[src/rtl/ppsi_pkg.sv]
// Shared types and constants for the PPPoE session header insertion block.
// No dependencies; the front end, queue, back end and top level import this package.
`default_nettype none
package ppsi_pkg;

   localparam logic [15:0] ETH_TYPE_IPV4       = 16'h0800;
   localparam logic [15:0] ETH_TYPE_IPV6       = 16'h86DD;
   localparam logic [15:0] ETH_TYPE_PPPOE_SESS = 16'h8864;
   localparam logic [15:0] PPP_PROTO_IPV4      = 16'h0021;
   localparam logic [15:0] PPP_PROTO_IPV6      = 16'h0057;
   localparam logic [7:0]  PPPOE_VER_TYPE      = 8'h11;
   localparam logic [7:0]  PPPOE_CODE_SESSION  = 8'h00;
   localparam logic [15:0] MAC_HDR_BYTES       = 16'd12;

   localparam logic [3:0] TYPE_POS_HI = 4'd12;
   localparam logic [3:0] TYPE_POS_LO = 4'd13;
   localparam logic [3:0] POS_SAT     = 4'd14;

   localparam int          BURST_LEN      = 10;
   localparam logic [3:0]  BURST_LAST_IDX = 4'd9;
   localparam logic [3:0]  PAIR_LAST_IDX  = 4'd1;
   localparam logic [3:0]  PASS_LAST_IDX  = 4'd0;

   typedef enum logic [1:0] {
      JOB_PASS,    // one byte out unchanged
      JOB_PAIR,    // held type byte, then current byte
      JOB_INSERT   // ten-byte PPPoE type and session header
   } ppsi_job_kind_type;

   typedef struct packed {
      ppsi_job_kind_type kind;
      logic [7:0]        data;
      logic [7:0]        held;
      logic              last;
      logic [15:0]       pppoe_len;
      logic              is_ipv6;
   } ppsi_job_type;

   typedef struct packed {
      logic [3:0] pos;
      logic [7:0] held;
   } ppsi_front_status_type;

endpackage
`default_nettype wire

[src/rtl/ppsi_if.sv]
// Channel interfaces of the PPPoE session header insertion block:
// request byte stream, result byte stream and session register write port.
`default_nettype none
interface ppsi_req_if;
   logic        valid;
   logic        ready;
   logic [7:0]  in_byte;
   logic        in_last;
   logic [15:0] frame_length;
   modport source (output valid, in_byte, in_last, frame_length, input ready);
   modport sink   (input valid, in_byte, in_last, frame_length, output ready);
endinterface

interface ppsi_rsp_if;
   logic       valid;
   logic       ready;
   logic [7:0] out_byte;
   logic       frame_end;
   logic       run_end;
   modport source (output valid, out_byte, frame_end, run_end, input ready);
   modport sink   (input valid, out_byte, frame_end, run_end, output ready);
endinterface

interface ppsi_csr_if;
   logic        valid;
   logic        ready;
   logic [15:0] data;
   modport source (output valid, data, input ready);
   modport sink   (input valid, data, output ready);
endinterface
`default_nettype wire

[src/rtl/ppsi_front.sv]
// Front end: accepts frame bytes, tracks the header position and classifies
// each byte into an emit job. Depends on ppsi_pkg and ppsi_req_if.
`default_nettype none
module ppsi_front
   import ppsi_pkg::*;
(
   input  logic                  clock,
   input  logic                  reset,
   ppsi_req_if.sink              req_chan,
   input  logic                  q_full,
   output logic                  push_valid,
   output ppsi_job_type          push_job,
   output ppsi_front_status_type status
);

   logic [3:0]  pos_ff, pos_in;
   logic [7:0]  held_ff, held_in;
   logic        accept;
   logic [15:0] etype;

   assign req_chan.ready = !q_full;
   assign accept         = req_chan.valid && !q_full;
   assign etype          = {held_ff, req_chan.in_byte};
   assign status         = '{pos: pos_ff, held: held_ff};

   always_comb begin
      pos_in             = pos_ff;
      held_in            = held_ff;
      push_valid         = 1'b0;
      push_job.kind      = JOB_PASS;
      push_job.data      = req_chan.in_byte;
      push_job.held      = held_ff;
      push_job.last      = req_chan.in_last;
      push_job.pppoe_len = req_chan.frame_length - MAC_HDR_BYTES;
      push_job.is_ipv6   = (etype == ETH_TYPE_IPV6);
      if (accept) begin
         if (pos_ff == TYPE_POS_HI) begin
            // hold the first type byte; emit it alone only if the frame ends here
            held_in    = req_chan.in_byte;
            push_valid = req_chan.in_last;
         end else if (pos_ff == TYPE_POS_LO) begin
            push_valid = 1'b1;
            if (etype == ETH_TYPE_IPV4 || etype == ETH_TYPE_IPV6) begin
               push_job.kind = JOB_INSERT;
            end else begin
               push_job.kind = JOB_PAIR;
            end
         end else begin
            push_valid = 1'b1;
         end
         if (req_chan.in_last) begin
            pos_in = '0;
         end else if (pos_ff < POS_SAT) begin
            pos_in = pos_ff + 4'd1;
         end
      end
   end

   always_ff @(posedge clock) begin
      if (reset) begin
         pos_ff  <= '0;
         held_ff <= '0;
      end else begin
         pos_ff  <= pos_in;
         held_ff <= held_in;
      end
   end

endmodule
`default_nettype wire

[src/rtl/ppsi_queue.sv]
// Short job queue between front and back end, kept in flip-flops.
// Depends on ppsi_pkg for the job type.
`default_nettype none
module ppsi_queue
   import ppsi_pkg::*;
#(
   parameter int DEPTH = 4
) (
   input  logic         clock,
   input  logic         reset,
   input  logic         push,
   input  ppsi_job_type push_job,
   input  logic         pop,
   output logic         full,
   output logic         empty,
   output ppsi_job_type head_job
);

   localparam int PTR_W = (DEPTH > 1) ? $clog2(DEPTH) : 1;
   localparam int CNT_W = $clog2(DEPTH + 1);
   localparam logic [PTR_W-1:0] PTR_LAST = PTR_W'(DEPTH - 1);
   localparam logic [CNT_W-1:0] CNT_FULL = CNT_W'(DEPTH);

   ppsi_job_type     mem_ff [DEPTH];
   logic [PTR_W-1:0] wr_ptr_ff, wr_ptr_in, rd_ptr_ff, rd_ptr_in;
   logic [CNT_W-1:0] count_ff, count_in;
   logic             do_push, do_pop;

   assign full     = (count_ff == CNT_FULL);
   assign empty    = (count_ff == '0);
   assign do_push  = push && !full;
   assign do_pop   = pop && !empty;
   assign head_job = mem_ff[rd_ptr_ff];

   always_comb begin
      wr_ptr_in = wr_ptr_ff;
      rd_ptr_in = rd_ptr_ff;
      count_in  = count_ff;
      if (do_push) begin
         wr_ptr_in = (wr_ptr_ff == PTR_LAST) ? '0 : wr_ptr_ff + PTR_W'(1);
      end
      if (do_pop) begin
         rd_ptr_in = (rd_ptr_ff == PTR_LAST) ? '0 : rd_ptr_ff + PTR_W'(1);
      end
      if (do_push && !do_pop) begin
         count_in = count_ff + CNT_W'(1);
      end else if (do_pop && !do_push) begin
         count_in = count_ff - CNT_W'(1);
      end
   end

   always_ff @(posedge clock) begin
      if (reset) begin
         wr_ptr_ff <= '0;
         rd_ptr_ff <= '0;
         count_ff  <= '0;
      end else begin
         wr_ptr_ff <= wr_ptr_in;
         rd_ptr_ff <= rd_ptr_in;
         count_ff  <= count_in;
      end
   end

   always_ff @(posedge clock) begin
      if (do_push) begin
         mem_ff[wr_ptr_ff] <= push_job;
      end
   end

endmodule
`default_nettype wire

[src/rtl/ppsi_back.sv]
// Back end: expands the head job into output bytes into a registered result.
// Depends on ppsi_pkg and ppsi_rsp_if.
`default_nettype none
module ppsi_back
   import ppsi_pkg::*;
(
   input  logic         clock,
   input  logic         reset,
   input  logic         job_valid,
   input  ppsi_job_type job,
   input  logic [15:0]  session,
   output logic         pop,
   ppsi_rsp_if.source   rsp_chan
);

   logic [3:0]  idx_ff, idx_in;
   logic        out_valid_ff, out_valid_in;
   logic [7:0]  out_byte_ff, out_byte_in;
   logic        frame_end_ff, frame_end_in;
   logic        run_end_ff, run_end_in;
   logic        load_en, final_idx;
   logic [3:0]  last_idx;
   logic [15:0] proto;
   logic [7:0]  hdr [BURST_LEN];
   logic [7:0]  cur_byte;

   assign proto  = job.is_ipv6 ? PPP_PROTO_IPV6 : PPP_PROTO_IPV4;
   assign hdr[0] = ETH_TYPE_PPPOE_SESS[15:8];
   assign hdr[1] = ETH_TYPE_PPPOE_SESS[7:0];
   assign hdr[2] = PPPOE_VER_TYPE;
   assign hdr[3] = PPPOE_CODE_SESSION;
   assign hdr[4] = session[15:8];
   assign hdr[5] = session[7:0];
   assign hdr[6] = job.pppoe_len[15:8];
   assign hdr[7] = job.pppoe_len[7:0];
   assign hdr[8] = proto[15:8];
   assign hdr[9] = proto[7:0];

   always_comb begin
      case (job.kind)
         JOB_INSERT: begin
            last_idx = BURST_LAST_IDX;
            cur_byte = hdr[idx_ff];
         end
         JOB_PAIR: begin
            last_idx = PAIR_LAST_IDX;
            cur_byte = (idx_ff == '0) ? job.held : job.data;
         end
         default: begin
            last_idx = PASS_LAST_IDX;
            cur_byte = job.data;
         end
      endcase
   end

   assign final_idx = (idx_ff == last_idx);
   assign load_en   = !out_valid_ff || rsp_chan.ready;
   assign pop       = load_en && job_valid && final_idx;

   always_comb begin
      idx_in       = idx_ff;
      out_valid_in = out_valid_ff;
      out_byte_in  = out_byte_ff;
      frame_end_in = frame_end_ff;
      run_end_in   = run_end_ff;
      if (load_en) begin
         out_valid_in = job_valid;
         if (job_valid) begin
            out_byte_in  = cur_byte;
            frame_end_in = final_idx && job.last;
            run_end_in   = final_idx;
            idx_in       = final_idx ? '0 : idx_ff + 4'd1;
         end
      end
   end

   always_ff @(posedge clock) begin
      if (reset) begin
         idx_ff       <= '0;
         out_valid_ff <= 1'b0;
      end else begin
         idx_ff       <= idx_in;
         out_valid_ff <= out_valid_in;
      end
   end

   always_ff @(posedge clock) begin
      out_byte_ff  <= out_byte_in;
      frame_end_ff <= frame_end_in;
      run_end_ff   <= run_end_in;
   end

   assign rsp_chan.valid     = out_valid_ff;
   assign rsp_chan.out_byte  = out_byte_ff;
   assign rsp_chan.frame_end = frame_end_ff;
   assign rsp_chan.run_end   = run_end_ff;

endmodule
`default_nettype wire

[src/rtl/pppoe_session_header_insert.sv]
// Top level of the PPPoE session header insertion block.
// Depends on ppsi_pkg, ppsi_if, ppsi_front, ppsi_queue and ppsi_back.
//
// Usage:
//   req_chan carries an Ethernet frame one byte per item (in_byte, in_last,
//   frame_length). rsp_chan returns the rewritten frame one byte per item,
//   with frame_end on the final byte and run_end on the last byte that an
//   input item causes. csr_chan writes the 16-bit session id; it is always
//   ready and should be written only while the block is idle.
//   For an IPv4 or IPv6 frame, the two EtherType bytes are replaced by a
//   ten-byte burst: type 0x8864, ver/type, code, session id, length
//   (frame_length - 12) and PPP protocol. Other frames pass unchanged.
// Path: the front end writes the job queue at the edge that accepts an
//   input item; the back end loads the output register from the queue head
//   when the register is empty or its byte is being taken, and rsp_chan is
//   driven from the register.
// Throughput: one input item and one result byte per cycle unless stalled;
//   the header burst adds eight output bytes per inserted frame, absorbed by
//   the job queue (QUEUE_DEPTH entries) before req_chan.ready drops.
// Reset: synchronous; clears the frame position, held type byte, queue,
//   output valid flag and the session id (to zero).
// Stall: when rsp_chan.ready is low the output register holds its byte;
//   the queue fills and then req_chan.ready drops until space frees.
`default_nettype none
module pppoe_session_header_insert
   import ppsi_pkg::*;
#(
   parameter int QUEUE_DEPTH = 4
) (
   input  logic      clock,
   input  logic      reset,
   ppsi_req_if.sink  req_chan,
   ppsi_rsp_if.source rsp_chan,
   ppsi_csr_if.sink  csr_chan
);

   logic [15:0]           session_ff, session_in;
   logic                  q_full, q_empty, push_valid, pop;
   ppsi_job_type          push_job, head_job;
   ppsi_front_status_type front_status;

   // Session id register: always accept a write.
   assign csr_chan.ready = 1'b1;
   assign session_in     = csr_chan.valid ? csr_chan.data : session_ff;

   always_ff @(posedge clock) begin
      if (reset) begin
         session_ff <= '0;
      end else begin
         session_ff <= session_in;
      end
   end

   // Classify incoming bytes into emit jobs.
   ppsi_front u_front (
      .clock      (clock),
      .reset      (reset),
      .req_chan   (req_chan),
      .q_full     (q_full),
      .push_valid (push_valid),
      .push_job   (push_job),
      .status     (front_status)
   );

   // Decouple the classifier from the byte expander.
   ppsi_queue #(
      .DEPTH (QUEUE_DEPTH)
   ) u_queue (
      .clock    (clock),
      .reset    (reset),
      .push     (push_valid),
      .push_job (push_job),
      .pop      (pop),
      .full     (q_full),
      .empty    (q_empty),
      .head_job (head_job)
   );

   // Expand jobs into output bytes.
   ppsi_back u_back (
      .clock     (clock),
      .reset     (reset),
      .job_valid (!q_empty),
      .job       (head_job),
      .session   (session_ff),
      .pop       (pop),
      .rsp_chan  (rsp_chan)
   );

   // The front end never pushes into a full queue.
   a_no_overflow : assert property (@(posedge clock) disable iff (reset)
      push_valid |-> !q_full)
      else $error("job pushed into full queue");

   // The back end never pops an empty queue.
   a_no_underflow : assert property (@(posedge clock) disable iff (reset)
      pop |-> !q_empty)
      else $error("job popped from empty queue");

   // A frame's last byte restarts the position count.
   a_pos_restart : assert property (@(posedge clock) disable iff (reset)
      (req_chan.valid && req_chan.ready && req_chan.in_last) |=> front_status.pos == '0)
      else $error("position not cleared after last byte");

   // A popped job always ends with a run_end result in the output register.
   a_pop_run_end : assert property (@(posedge clock) disable iff (reset)
      pop |=> (rsp_chan.valid && rsp_chan.run_end))
      else $error("job retired without run_end");

endmodule
`default_nettype wire
[src/flat_wrapper.sv]
// flat-port wrapper written by rule: the top's interface ports become plain ports
module pppoe_session_header_insert_flat import ppsi_pkg::*;
#(
   parameter int QUEUE_DEPTH = 4
)
  (clock, reset, req_chan_valid, req_chan_in_byte, req_chan_in_last, req_chan_frame_length, req_chan_ready, rsp_chan_valid, rsp_chan_out_byte, rsp_chan_frame_end, rsp_chan_run_end, rsp_chan_ready, csr_chan_valid, csr_chan_data, csr_chan_ready);
  ppsi_req_if req_chan_i ();
  ppsi_rsp_if rsp_chan_i ();
  ppsi_csr_if csr_chan_i ();
  input  logic clock;
  input  logic reset;
  input wire logic [$bits(req_chan_i.valid)-1:0] req_chan_valid;
  input wire logic [$bits(req_chan_i.in_byte)-1:0] req_chan_in_byte;
  input wire logic [$bits(req_chan_i.in_last)-1:0] req_chan_in_last;
  input wire logic [$bits(req_chan_i.frame_length)-1:0] req_chan_frame_length;
  output wire logic [$bits(req_chan_i.ready)-1:0] req_chan_ready;
  output wire logic [$bits(rsp_chan_i.valid)-1:0] rsp_chan_valid;
  output wire logic [$bits(rsp_chan_i.out_byte)-1:0] rsp_chan_out_byte;
  output wire logic [$bits(rsp_chan_i.frame_end)-1:0] rsp_chan_frame_end;
  output wire logic [$bits(rsp_chan_i.run_end)-1:0] rsp_chan_run_end;
  input wire logic [$bits(rsp_chan_i.ready)-1:0] rsp_chan_ready;
  input wire logic [$bits(csr_chan_i.valid)-1:0] csr_chan_valid;
  input wire logic [$bits(csr_chan_i.data)-1:0] csr_chan_data;
  output wire logic [$bits(csr_chan_i.ready)-1:0] csr_chan_ready;
  assign req_chan_i.valid = req_chan_valid;
  assign req_chan_i.in_byte = req_chan_in_byte;
  assign req_chan_i.in_last = req_chan_in_last;
  assign req_chan_i.frame_length = req_chan_frame_length;
  assign req_chan_ready = req_chan_i.ready;
  assign rsp_chan_valid = rsp_chan_i.valid;
  assign rsp_chan_out_byte = rsp_chan_i.out_byte;
  assign rsp_chan_frame_end = rsp_chan_i.frame_end;
  assign rsp_chan_run_end = rsp_chan_i.run_end;
  assign rsp_chan_i.ready = rsp_chan_ready;
  assign csr_chan_i.valid = csr_chan_valid;
  assign csr_chan_i.data = csr_chan_data;
  assign csr_chan_ready = csr_chan_i.ready;
  pppoe_session_header_insert #(.QUEUE_DEPTH(QUEUE_DEPTH)) u_core (.clock(clock), .reset(reset), .req_chan(req_chan_i), .rsp_chan(rsp_chan_i), .csr_chan(csr_chan_i));
endmodule
[config.mk]
export PLATFORM = sky130hd
export DESIGN_NAME = pppoe_session_header_insert_flat
export DESIGN_NICKNAME = d
export VERILOG_FILES = /design/src/rtl/ppsi_pkg.sv /design/src/rtl/ppsi_if.sv /design/src/rtl/ppsi_front.sv /design/src/rtl/ppsi_queue.sv /design/src/rtl/ppsi_back.sv /design/src/rtl/pppoe_session_header_insert.sv /design/src/flat_wrapper.sv
export SDC_FILE = /design/constraint.sdc
export NUM_CORES = 1
export LEC_CHECK = 0
export BUFFER_PORTS_ARGS = -buffer_cell sky130_fd_sc_hd__buf_2
export CORE_MARGIN = 2
export CORE_UTILIZATION = 54
export CTS_BUF_LIST = sky130_fd_sc_hd__clkbuf_16
export CTS_CLUSTER_SIZE = 10
export DETAILED_ROUTE_END_ITERATION = 7
export MAX_ROUTING_LAYER = met4
export PLACE_DENSITY = 0.73
export SETUP_SLACK_MARGIN = 0.02
export SYNTH_ARGS = -nofsm -noshare
export SYNTH_HDL_FRONTEND = slang
export SYNTH_SLANG_ARGS = --single-unit
export TNS_END_PERCENT = 30
[constraint.sdc]
create_clock -name clock -period 8.5 [get_ports clock]
set_input_delay 0.425 -clock clock [delete_from_list [all_inputs] [get_ports clock]]
set_output_delay 0.425 -clock clock [all_outputs]
set_load 0.05 [all_outputs]
# ---- Word level (Yosys, flattened, before mapping)
# Memory sizes are Yosys's and may differ from the RTL's. A register that Yosys moved wholly into a read port is not among the register bits.
# Index checks and enable logic that the tools add are counted.
dict set report op_classes {
  bitwise 2
  eq_ne 10
  n_reduce_logical 22
  magnitude_cmp 2
  n_addsub 7
  mux 24
}
# op n
set op_table {}
lappend op_table {{binary-select mux 8 bit (select 4 bit)} 1}
lappend op_table {{two-way mux 8 bit} 3}
lappend op_table {{== test 16 x 12 -> 1 bit (second input constant)} 1}
lappend op_table {{== test 16 bit (second input constant)} 1}
lappend op_table {{two-way mux 2 bit} 8}
lappend op_table {{one-hot mux 8 bit (2 select lines)} 1}
lappend op_table {{subtractor 16 x 4 -> 16 bit (second input constant)} 1}
lappend op_table {{two-way mux 4 bit} 3}
lappend op_table {{adder 4 x 1 -> 4 bit (second input constant)} 2}
lappend op_table {{== test 4 bit (second input constant)} 2}
lappend op_table {{logical AND 1 bit} 8}
lappend op_table {{one-hot mux 4 bit (2 select lines)} 1}
lappend op_table {{two-way mux 7 bit} 1}
lappend op_table {{== test 2 bit (second input constant)} 3}
lappend op_table {{two-way mux 3 bit} 2}
lappend op_table {{AND reduction 2 bit} 3}
lappend op_table {{>= comparator 5 bit (second input constant)} 1}
lappend op_table {{zero test 1 bit} 5}
lappend op_table {{inverter 4 -> 5 bit} 1}
lappend op_table {{adder 2 x 1 -> 2 bit (second input constant)} 2}
lappend op_table {{== test 4 bit} 1}
lappend op_table {{zero test 4 bit} 1}
lappend op_table {{< comparator 4 bit (second input constant)} 1}
lappend op_table {{two-way mux 1 bit} 4}
lappend op_table {{other kinds (8)} 10}
dict set report totals {
  elab_cells 79
  out_inout_bits 13
  input_bits 46
  n_memories 1
  regBits 50
  ramBits 144
}
# memory words width read_ports rd_ports_with_merged_regs write_ports line_no
set mem_list {}
lappend mem_list {u_core.u_queue.mem_ff 4 36 1 1 1 ppsi_queue.sv:24} ;# ppsi_job_type mem_ff [DEPTH];

# ---- Logic depth before layout (Yosys ltp)
dict set report depth {
  ltp_word 9
  mapped_depth 17
  ltp_nobuf 13
}

# ---- Modules after synthesis
# Synthesis repeated with hierarchy kept, for this count alone.
dict set report hier_totals {
  hier_cells 546
  area_unflattened_um2 8558.2
}
# mod seq_area_each_um2 cells_per_inst n_inst area_each_um2
set modules_own_cells {}
lappend modules_own_cells {ppsi_queue 4504.3 238 1 5699.2}
lappend modules_own_cells {ppsi_back 400.4 132 1 1261.2}
lappend modules_own_cells {ppsi_front 240.2 121 1 1002.2}
lappend modules_own_cells {pppoe_session_header_insert 320.3 55 1 595.6}

# ---- Worst setup path after synthesis
# No wires, ideal clock.
dict set report synth_path {
  path_kind {register -> register}
  from {register (tool-made name)}
  to {register u_core.u_queue.count_ff[2]}
  arrival_time_ns 3.362
  path_buffers 4
  path_slack_ns 5.068
  path_stages_with_launch 18
  cell_sequence {dfxtp_1 buf_6 buf_6 buf_4 mux4_2 inv_1 ha_1 buf_2 xor2_1 nand3_1 nor2_1 inv_1 ha_1 inv_1 fa_1 xor2_1 or3_1 a21oi_1}
}
# element line_no
set synth_rtl {}
lappend synth_rtl {{end signal, assigned} ppsi_queue.sv:60} ;# count_ff <= count_in;
lappend synth_rtl {{end, declared} ppsi_queue.sv:26} ;# logic [CNT_W-1:0] count_ff, count_in;

==> flow_summary_export.csv <==
group,metric,value,unit
cts,clk_pin_slew,0.06,ns
cts,cts_resized,0,
cts,postCtsSetupBuffers,0,
floorplan,boundaryPins,59,
finish,final_common_cell,"edfxtp_1",
finish,final_cell_mix,"edfxtp_1 (154), buf_2 (57), dfxtp_1 (41)",
sta,rsz0062_at_grt,"false",
cts,cts-buffers-inserted,17,
power_and_ir_drop,combPwrFrac,28.0,%
sta,fin_ws,4.768,ns
yosys,synth_seq_cells,196,
sta,drv_slew,0,
grt,grt_max_degree,41,
grt,antenna_found_initial,0,
worst_setup_path,slowest_stage,"mux4_2",
drt,initialDrtViolationCount,363,
power_and_ir_drop,p_per_area,299.4,mW/mm^2
drt,drc_errors,0,
floorplan,chipHeight,127.6,um
sta,clock_skew,0.006272,ns
drt,dr.pass1.iters,5,
worst_setup_path,path_max_fanout,33,
finish,regArea,0.005466,mm^2
worst_setup_path,critical-path-max-stage-delay,0.60,ns
worst_setup_path,path_buf_inv,4,
cts,cts_sinks,196,
yosys,synth.net_count,576,
drt,num_vias,4576,
drt,wl,15.79,mm
sta,fin_crit,3.732,ns
floorplan,core-area,0.01509,mm^2
power_and_ir_drop,internal-power,1.910,mW
sta,setup_tns,0,ns
cts,clk_latency,0.43,ns
run,drv_cap,0,
hold_path,hold_path.class,"in -> reg",
finish,area.growth.synth_to_final,12.23,%
drt,wire_per_inst,20.46,um
sta,relSlewSlack,47.54,%
finish,insertedDiodeCount,0,
sta,max_freq,268.0,MHz
cts,root_buffer,"clkbuf_16",
yosys,syn_area_per_cell,16.11,um^2
worst_setup_path,crit_family,"adder cells",
yosys,synth_warnings,0,
placed_design,place_ws,4.748,ns
grt,grt_pass1_vias,4592,
sta,setup_violations,0,
cts,cts_tree,"built",
sta,worst_pin_slew,0.7869,ns
worst_setup_path,critPathLaunchType,"flip-flop",
sta,hold_violations,0,
finish,multiInputGateArea,0.002595,mm^2
yosys,synth_edf_count,154,
worst_setup_path,worstPathArrival,4.08,ns
floorplan,dieWidth,127.6,um
yosys,synthFlopType,"edfxtp_1",
worst_setup_path,critical_path_class,"reg -> reg",
outcome,run_status,"completed",
power_and_ir_drop,switching_share,31.09,%
placed_design,hpwl,10.08,mm
worst_setup_path,crit_chain,"buf_4 -> mux4_2 -> inv_1 -> ha_1 -> xor2_1 -> nand3_1 -> nor2_1 -> inv_1 -> ha_1 -> inv_1 -> fa_1 -> xor2_1 -> or3_1 -> a21oi_1",
floorplan,dieArea,0.01628,mm^2
drt,routed-wl-met2,7.498,mm
yosys,async_flop_share,0,%
drt,highest_layer,"met4",
placed_design,place.gp.congestion,0.9210,
yosys,ys_types,60,
power_and_ir_drop,p_sw,0.8617,mW
grt,gr-usage-all-layers,21.27,%
placed_design,io_buffers,57,
power_and_ir_drop,vdd_drop_max,0.0001461,V
floorplan,initial_core_util,54.67,%
worst_setup_path,crit_top_cell,"inv_1",
floorplan,rows,45,
drt,wl_met1,7.365,mm
finish,fin_nets,635,
yosys,synth_seq_area_share,66.25,%
worst_setup_path,cp.required,8.85,ns
cts,ctsHoldBuffers,0,
grt,grt_pass1_wl,25.01,mm
drt,final_antenna_net_count,0,
grt,grt_overflow_total,0,
drt,met3_wirelength,672,um
cts,cts_max_level,4,
finish,n_fill_cell,1094,
finish,layout-drive-gt1-share,23.63,%
power_and_ir_drop,pwr-share-clk,27.7,%
worst_setup_path,crit_path_end_kind,"flip-flop",
sta,min_period_over_period,43.91,%
power_and_ir_drop,share_seq_of_total_power,44.4,%
yosys,synth_cells,512,
cts,clk_path_buf_depth,2,
power_and_ir_drop,leakage,3.322,nW
yosys,netlist_area,0.008249,mm^2
drt,vias_per_cell,5.927,
==> cells by family (layout without fill, tap and decap cells) <==
| kind of cell | count (synthesis) | after routing | share of synthesized area, % |
|---|---|---|---|
| buffers and inverters | 39 | 111 | 2.290 |
| muxes | 74 | 74 | 14.56 |
| other | 1 | 1 | 0.04546 |
| xor gates and xnor gates | 19 | 19 | 2.017 |
| AOI/OAI and AO/OA | 53 | 53 | 4.278 |
| adders and majority gates | 18 | 18 | 2.821 |
| and+or+nand+nor | 112 | 112 | 7.735 |
| DFF | 196 | 196 | 66.25 |
==> registers in the layout, summed over array words and instances (netlist names), named ones only <==
name,count
u_core.u_queue.mem_ff,144
u_core.session_ff,16
u_core.u_back.rsp_chan.out_byte,8
u_core.u_front.held_ff,8
u_core.u_back.idx_ff,4
u_core.u_front.pos_ff,4
u_core.u_queue.count_ff,3
u_core.u_queue.rd_ptr_ff,2
u_core.u_queue.wr_ptr_ff,2
u_core.u_back.rsp_chan.frame_end,1
u_core.u_back.rsp_chan.run_end,1
u_core.u_back.rsp_chan.valid,1
==> worst paths after layout <==
kind                                     startpoint                                      end  slack [ns]  cells past startpoint
hold / removal             req_chan_frame_length[0]    u_core.u_queue.mem_ff[2][1]$_DFFE_PP_        0.21                      1
hold reg to reg   u_core.session_ff[4]$_SDFFE_PP0P_        u_core.session_ff[4]$_SDFFE_PP0P_        0.50                      2
setup reg to reg                          flip-flop  u_core.u_queue.count_ff[2]$_SDFFE_PP0P_        4.77                     14
setup / recovery                          flip-flop  u_core.u_queue.count_ff[2]$_SDFFE_PP0P_        4.77                     14
==> synth_stat cells (9+ instances only) <==
cell type,count,share of area (%)
edfxtp_1,154,56
dfxtp_1,42,10
nor2_1,40,1.8
mux2i_1,36,4.4
mux4_2,34,9.3
ha_1,17,2.6
inv_1,15,0.68
xor2_1,14,1.5
buf_2,13,0.79
a21oi_1,12,0.73
and2_1,10,0.76
nor3_1,9,0.55
==> layer usage <==
metal	GRT usage [%]	vias up
met5	-	-
met4	7.498	0
met3	3.769	21
met2	31.99	138
met1	29.72	2311
li1	-	2106
==> stage by stage <==
step           utilization (%)  power [mW]  std cells  instance area [um^2]  hold WS (ns)
2_1_floorplan                -       1.833        512                  8249        0.4515
3_3_place_gp             57.60       2.006        740                  8691        0.4744
3_5_place_dp             57.60       2.025        740                  8691        0.4748
4_1_cts                  61.35       2.794        772                  9258        0.1959
5_1_grt                  61.35       2.898        772                  9258        0.2057
6_report                 61.35       2.771        772                  9258        0.2089
==> power groups by stage <==
stage | Clock, mW | Sequential, mW | Combinational, mW
2_1_floorplan | 0 | 1.33 | 0.504
3_3_place_gp | 0 | 1.24 | 0.765
3_5_place_dp | 0 | 1.25 | 0.777
4_1_cts | 0.781 | 1.23 | 0.784
5_1_grt | 0.817 | 1.24 | 0.841
6_report | 0.767 | 1.23 | 0.775
==> layout make-up <==
class | count | area share, %
Clock buffer | 17 | 4.595
Clock inverter | 15 | 1.527
Inverter | 15 | 0.6082
Multi-Input combinational cell | 277 | 28.03
Sequential cell | 196 | 59.05
Tap cell | 188 | 2.541
Timing Repair Buffer | 64 | 3.649
Note: power is estimated with default switching activity, not from simulation.
